==> config.mk <==
export PLATFORM = sky130hd
export DESIGN_NAME = dnr_ctrl
export DESIGN_NICKNAME = d
export VERILOG_FILES = /design/src/sv/dnr_pkg.sv /design/src/sv/dnr_ctrl.sv
export SDC_FILE = /design/constraint.sdc
export NUM_CORES = 1
export LEC_CHECK = 0
export ABC_AREA = 1
export ABC_CLOCK_PERIOD_IN_PS = 1470
export BUFFER_PORTS_ARGS = -buffer_cell sky130_fd_sc_hd__buf_2
export CORE_AREA = 2 2 39 41
export CTS_CLUSTER_DIAMETER = 80
export DETAILED_ROUTE_END_ITERATION = 10
export DIE_AREA = 0 0 41 43
export GPL_TIMING_DRIVEN = 0
export SLEW_MARGIN = 30
export SYNTH_ARGS = -nofsm -noshare
export SYNTH_HDL_FRONTEND = slang
export SYNTH_SLANG_ARGS = --single-unit
==> constraint.sdc <==
create_clock -name clock -period 1.47 [get_ports clock]
set_input_delay 0.0735 -clock clock [delete_from_list [all_inputs] [get_ports clock]]
set_output_delay 0.0735 -clock clock [all_outputs]
set_load 0.01 [all_outputs]
==> src/sv/dnr_pkg.sv <==
// Shared types and constants for the decimal normalise-and-round block.
`default_nettype none
package dnr_pkg;

   localparam int unsigned DNR_EXT_WORDS = 7;
   localparam int unsigned DNR_MAX_SCALE = 28;

   localparam int unsigned WORD_BITS  = 32;
   localparam int unsigned IN_BITS    = 224;
   localparam int unsigned RES_BITS   = 96;
   localparam int unsigned SCALE_BITS = 6;
   localparam int unsigned DIGIT_BITS = 4;

   localparam logic [DIGIT_BITS-1:0] HALF_DIGIT = 4'd5;

   // Word step of the divide-by-ten unit: {rem, w} / 10 is split as
   // rem * floor(2^32 / 10) + (rem * 6 + w) / 10, the latter by reciprocal.
   localparam int unsigned PART_BITS   = 34;
   localparam int unsigned PROD_BITS   = 67;
   localparam int unsigned RECIP_SHIFT = 36;
   localparam int unsigned QLO_BITS    = 31;
   localparam logic [32:0] RECIP_TEN   = 33'd6871947674;
   localparam logic [WORD_BITS-1:0] TWO32_DIV10 = 32'd429496729;

   typedef enum logic [1:0] {
      STATUS_OK       = 2'd0,
      STATUS_OVERFLOW = 2'd1,
      STATUS_ZERO_MAX = 2'd2
   } dnr_status_type;

   typedef struct packed {
      logic [63:0]           mant_w0;
      logic [63:0]           mant_w1;
      logic [63:0]           mant_w2;
      logic [31:0]           mant_w3;
      logic [SCALE_BITS-1:0] scale_in;
   } dnr_req_type;

   typedef struct packed {
      logic [63:0]           res_low;
      logic [31:0]           res_high;
      logic [SCALE_BITS-1:0] scale_out;
      dnr_status_type        status;
   } dnr_rsp_type;

   typedef enum logic [2:0] {
      ST_IDLE,
      ST_CHECK,
      ST_DIV,
      ST_ROUND,
      ST_EMIT
   } dnr_state_type;

   typedef struct packed {
      logic load;
      logic pass_start;
      logic div_step;
      logic pass_end;
      logic round;
      logic emit;
   } dnr_cmd_type;

   typedef struct packed {
      logic high_nz;
      logic scale_nz;
      logic scale_gt_max;
   } dnr_sts_type;

endpackage
`default_nettype wire

==> src/sv/dnr_ctrl.sv <==
// Controller: sequences division passes, rounding and the result handshake.
`default_nettype none
module dnr_ctrl #(
   parameter int unsigned EXT_WORDS = dnr_pkg::DNR_EXT_WORDS
) (
   input  logic                 clock,
   input  logic                 reset,
   input  logic                 req_valid,
   output logic                 req_ready,
   output logic                 rsp_valid,
   input  logic                 rsp_ready,
   input  dnr_pkg::dnr_sts_type sts,
   output dnr_pkg::dnr_cmd_type cmd
);
   import dnr_pkg::*;

   localparam int unsigned CNT_BITS = (EXT_WORDS > 2) ? $clog2(EXT_WORDS) : 1;

   dnr_state_type       state_ff, state_in;
   logic [CNT_BITS-1:0] cnt_ff, cnt_in;
   logic                rsp_valid_ff, rsp_valid_in;
   logic                need_div, cnt_last, out_free;

   assign need_div = (sts.high_nz && sts.scale_nz) || sts.scale_gt_max;
   assign cnt_last = (cnt_ff == CNT_BITS'(EXT_WORDS - 1));
   assign out_free = !rsp_valid_ff || rsp_ready;

   always_comb begin
      state_in = state_ff;
      unique case (state_ff)
         ST_IDLE:  if (req_valid) state_in = ST_CHECK;
         ST_CHECK: state_in = need_div ? ST_DIV : ST_ROUND;
         ST_DIV:   if (cnt_last) state_in = ST_CHECK;
         ST_ROUND: state_in = ST_EMIT;
         ST_EMIT:  if (out_free) state_in = ST_IDLE;
         default:  state_in = ST_IDLE;
      endcase
   end

   always_comb begin
      cmd       = '0;
      req_ready = 1'b0;
      cnt_in    = cnt_ff;
      unique case (state_ff)
         ST_IDLE: begin
            req_ready = 1'b1;
            cmd.load  = req_valid;
         end
         ST_CHECK: begin
            cmd.pass_start = need_div;
            cnt_in         = '0;
         end
         ST_DIV: begin
            cmd.div_step = 1'b1;
            cmd.pass_end = cnt_last;
            cnt_in       = cnt_ff + CNT_BITS'(1);
         end
         ST_ROUND: cmd.round = 1'b1;
         ST_EMIT:  cmd.emit  = out_free;
         default:  cmd       = '0;
      endcase
   end

   // hold the result until taken; a new one only lands in a free register
   assign rsp_valid_in = cmd.emit || (rsp_valid_ff && !rsp_ready);

   always_ff @(posedge clock) begin
      if (reset) begin
         state_ff     <= ST_IDLE;
         cnt_ff       <= '0;
         rsp_valid_ff <= 1'b0;
      end else begin
         state_ff     <= state_in;
         cnt_ff       <= cnt_in;
         rsp_valid_ff <= rsp_valid_in;
      end
   end

   assign rsp_valid = rsp_valid_ff;

endmodule
`default_nettype wire

==> tab_implementation.tex <==
\begin{tabular}{lr}
\hline
Metric & Value \\
\hline
\multicolumn{2}{l}{\textbf{Run status}} \\
Run status & finished, final reports clean \\
\multicolumn{2}{l}{\textbf{Clock tree}} \\
Post-cts hold buffer count & 0 \\
Clk root buf & sky130\_fd\_sc\_hd\_\_clkbuf\_4 \\
Longest Clk Path Bufs & 2 \\
Clk slew on worst S/H paths & 0.05 ns \\
Resize count post-CTS & 0 \\
CTS buffer count & 3 \\
Latest clock arrival within the worst-skew pair & 0.25 ns \\
CTS tree & built \\
H-Tree Level Count & 1 \\
Post-CTS setup buffers & 0 \\
Total number of clock tree sinks & 7 \\
\multicolumn{2}{l}{\textbf{Worst setup path}} \\
Worst Path Arrival & 1.20 ns \\
Startpoint of the lowest-slack register-to-register path & cnt\_ff[0]\$\_SDFFE\_PP0P\_ \\
CP required & 1.40 ns \\
Longest individual stage delay on the worst path & 0.30 ns \\
Family with the most delay on the worst path & flip-flops \\
Critical Path, Cell by Cell & buf\_6 -> nor2\_2 -> nand2\_2 -> a21oi\_1 -> buf\_2 \\
Critical path capture point type & output pin \\
Path type of the worst setup path & flip-flop to output pin \\
Largest fanout of any net on the critical path & 9 \\
Reg2Reg Capture Point & state\_ff[0]\$\_SDFFE\_PP0P\_ \\
Cell with the largest stage delay on the worst path & sky130\_fd\_sc\_hd\_\_dfxtp\_1 \\
Setup slack, reg-to-reg & 0.43 ns \\
Depth of the most critical reg-to-reg path & 6 \\
Critical path launch point type & flip-flop \\
Worst path bufs/invs & 2 \\
\multicolumn{2}{l}{\textbf{STA}} \\
Worst setup skew after layout & 0.000765 ns \\
Setup repair after global routing missed its margin & no \\
Final Critical Period & 1.27 ns \\
Final setup violating endpoints & 0 \\
Final period util & 86.5\% \\
Final Max Slew Viols & 0 \\
Slew at the pin closest to its max-slew limit & 0.318 ns \\
Highest attainable clock frequency & 787 MHz \\
Final hold vios & 0 \\
Total negative slack for setup checks & 0 ns \\
Normalized max-slew margin & 78.8\% \\
\multicolumn{2}{l}{\textbf{Layout}} \\
Layout Utilization & 38.3\% \\
Synthesis-to-layout area growth & 28.1\% \\
Area used by multi-input combinational logic & 221 µm² \\
Area of all sequential standard cells & 140 µm² \\
Fraction of layout instances using a drive strength above 1 & 33.3\% \\
Antenna diode count & 0 \\
Final nets & 88 \\
Number of fill cells in the layout & 160 \\
Final non-filler cell total & 94 \\
\multicolumn{2}{l}{\textbf{Logic synthesis}} \\
Post-synthesis average cell area & 6.90 µm² \\
Count of state elements after synthesis & 7 \\
Count of cell types in the netlist & 17 \\
Netlist area before placement & 414 µm² \\
Yosys synthesis warning count & 0 \\
Sequential cell area fraction in the yosys report & 33.8\% \\
Number of nets in the synthesized netlist & 69 \\
Synthesized instance count & 60 \\
\multicolumn{2}{l}{\textbf{Drt}} \\
Drt pass-1 iters & 3 \\
Drc violations & 0 \\
Total via count after detailed routing & 402 \\
Number of antenna-violating nets in the routed design & 0 \\
Total wire length & 803 µm \\
Routed len/inst & 8.54 µm \\
Vias per Instance & 4.28 \\
Number of violations reported at the end of detailed-routing iteration 0 & 1 \\
\multicolumn{2}{l}{\textbf{Floorplanning}} \\
Chip width & 41 µm \\
Total core area & 0.00138 mm² \\
Die Outline Area & 0.00176 mm² \\
Starting density of the core & 29.9\% \\
IO Pins & 15 \\
Site Rows & 14 \\
Die height & 43 µm \\
\multicolumn{2}{l}{\textbf{GRT}} \\
Maximum number of pins on one net before global-route repair & 10 \\
Via count of the first global-routing pass & 343 \\
Global-route usage over all layers & 12.4\% \\
First-pass GRT wire length & 1450 µm \\
Initial antenna violation count & 0 \\
Global route total overflow & 0 \\
\multicolumn{2}{l}{\textbf{Worst hold path}} \\
Class of the most critical hold timing path & input port to flip-flop \\
Startpoint of the tightest hold check path & reset \\
Cell depth of the worst min-delay path & 2 \\
WHS Endpoint & cnt\_ff[1]\$\_SDFFE\_PP0P\_ \\
\multicolumn{2}{l}{\textbf{Placed design}} \\
Input/output buffers & 14 \\
DP Cell Count & 90 \\
Placed wire-length estimate & 641 µm \\
Routability Congestion & 0.689 \\
\multicolumn{2}{l}{\textbf{Power and ir drop}} \\
IR Drop Worst-Case VDD & 0.595 mV \\
Leak & 0.285 nW \\
Final Power & 0.582 mW \\
Power density over the cells & 1100 mW/mm² \\
\multicolumn{2}{l}{\textbf{Flow run}} \\
Number of maximum-capacitance violations & 0 \\
\hline
\end{tabular}
## worst max-delay path by stage
stage                             start                        to  slack [ns]  depth (start not counted)
6_report       state_ff[1]$_SDFFE_PP0P_                    cmd[4]        0.20                          5
5_1_grt        state_ff[1]$_SDFFE_PP0P_                    cmd[4]        0.06                          5
4_1_cts        state_ff[1]$_SDFFE_PP0P_                    cmd[4]        0.18                          5
3_5_place_dp     cnt_ff[0]$_SDFFE_PP0P_  state_ff[0]$_SDFFE_PP0P_        0.44                          6
3_3_place_gp     cnt_ff[0]$_SDFFE_PP0P_  state_ff[0]$_SDFFE_PP0P_        0.45                          6
2_1_floorplan  state_ff[2]$_SDFFE_PP0P_                    cmd[0]        0.49                          2
## cells in the mapped netlist, drive strengths merged
cell type / count / area (µm²)
nor2: 11 / 53.8
a21oi: 7 / 38.8
nor4: 1 / 6.26
nand3: 8 / 40.0
nand2: 10 / 47.6
ha: 2 / 25.0
inv: 11 / 41.3
buf: 1 / 11.3
nor3: 1 / 5.00
o21ai: 1 / 5.00
dfxtp: 7 / 140
## sequential cells by signal (all words and copies together), names as in the netlist
register / count
rsp_valid: 1
state_ff: 3
cnt_ff: 3
## layer usage
metal	wire (µm)	vias up	GRT usage, %
met2	349	13	15.3
li1	-	226	-
met5	0	-	0
met4	0	0	2.00
met1	384	163	17.2
met3	70	0	9.42
## cell families (layout without fill, tap and decap cells)
logic type               count (synthesis)  after routing  share of synthesized area, %
buffers and inverters                   12             30                          12.7
adder cells (fa/ha/maj)                  2              2                          6.04
AO/OA/AOI/OAI                            8              8                          10.6
flip-flops                               7              7                          33.8
AND/OR/NAND/NOR                         31             31                          36.9
## cell usage in the layout (no fill, tap or decap), types with 2 or more instances in the layout
master | netlist | final
sky130_fd_sc_hd__inv_2 | 2 | 2
sky130_fd_sc_hd__nand2_1 | 8 | 8
sky130_fd_sc_hd__inv_1 | 9 | 9
sky130_fd_sc_hd__nor2_2 | 2 | 2
sky130_fd_sc_hd__nor2_1 | 8 | 8
sky130_fd_sc_hd__nand3_1 | 8 | 8
sky130_fd_sc_hd__a21oi_1 | 6 | 6
sky130_fd_sc_hd__dfxtp_1 | 7 | 7
sky130_fd_sc_hd__buf_2 | 0 | 14
sky130_fd_sc_hd__ha_1 | 2 | 2
sky130_fd_sc_hd__clkbuf_4 | 0 | 3
## stage by stage
step / setup WS, ns / cell area, µm² / hold WS (ns)
final: 0.199 / 531 / 0.0621
after global routing: 0.0640 / 531 / 0.0606
after CTS: 0.183 / 531 / 0.0576
after detailed placement: 0.436 / 504 / 0.323
after global placement: 0.447 / 504 / 0.328
after floorplan: 0.488 / 414 / 0.136
## report_power, final
group / internal (mW) / switching, mW / total (mW)
Clock: 0.104 / 0.0712 / 0.175
Sequential: 0.207 / 0.0215 / 0.228
Combinational: 0.0737 / 0.105 / 0.179
Total: 0.384 / 0.198 / 0.582
## cell type report
cell class	instances	share of cell area (%)
buffer	1	2.12
clock buffer	4	4.95
inverter	11	7.78
multi-input combinational	41	41.7
sequential	7	26.4
tap	16	3.77
timing repair buffer	14	13.2
Power figures use the tool's default switching activity.
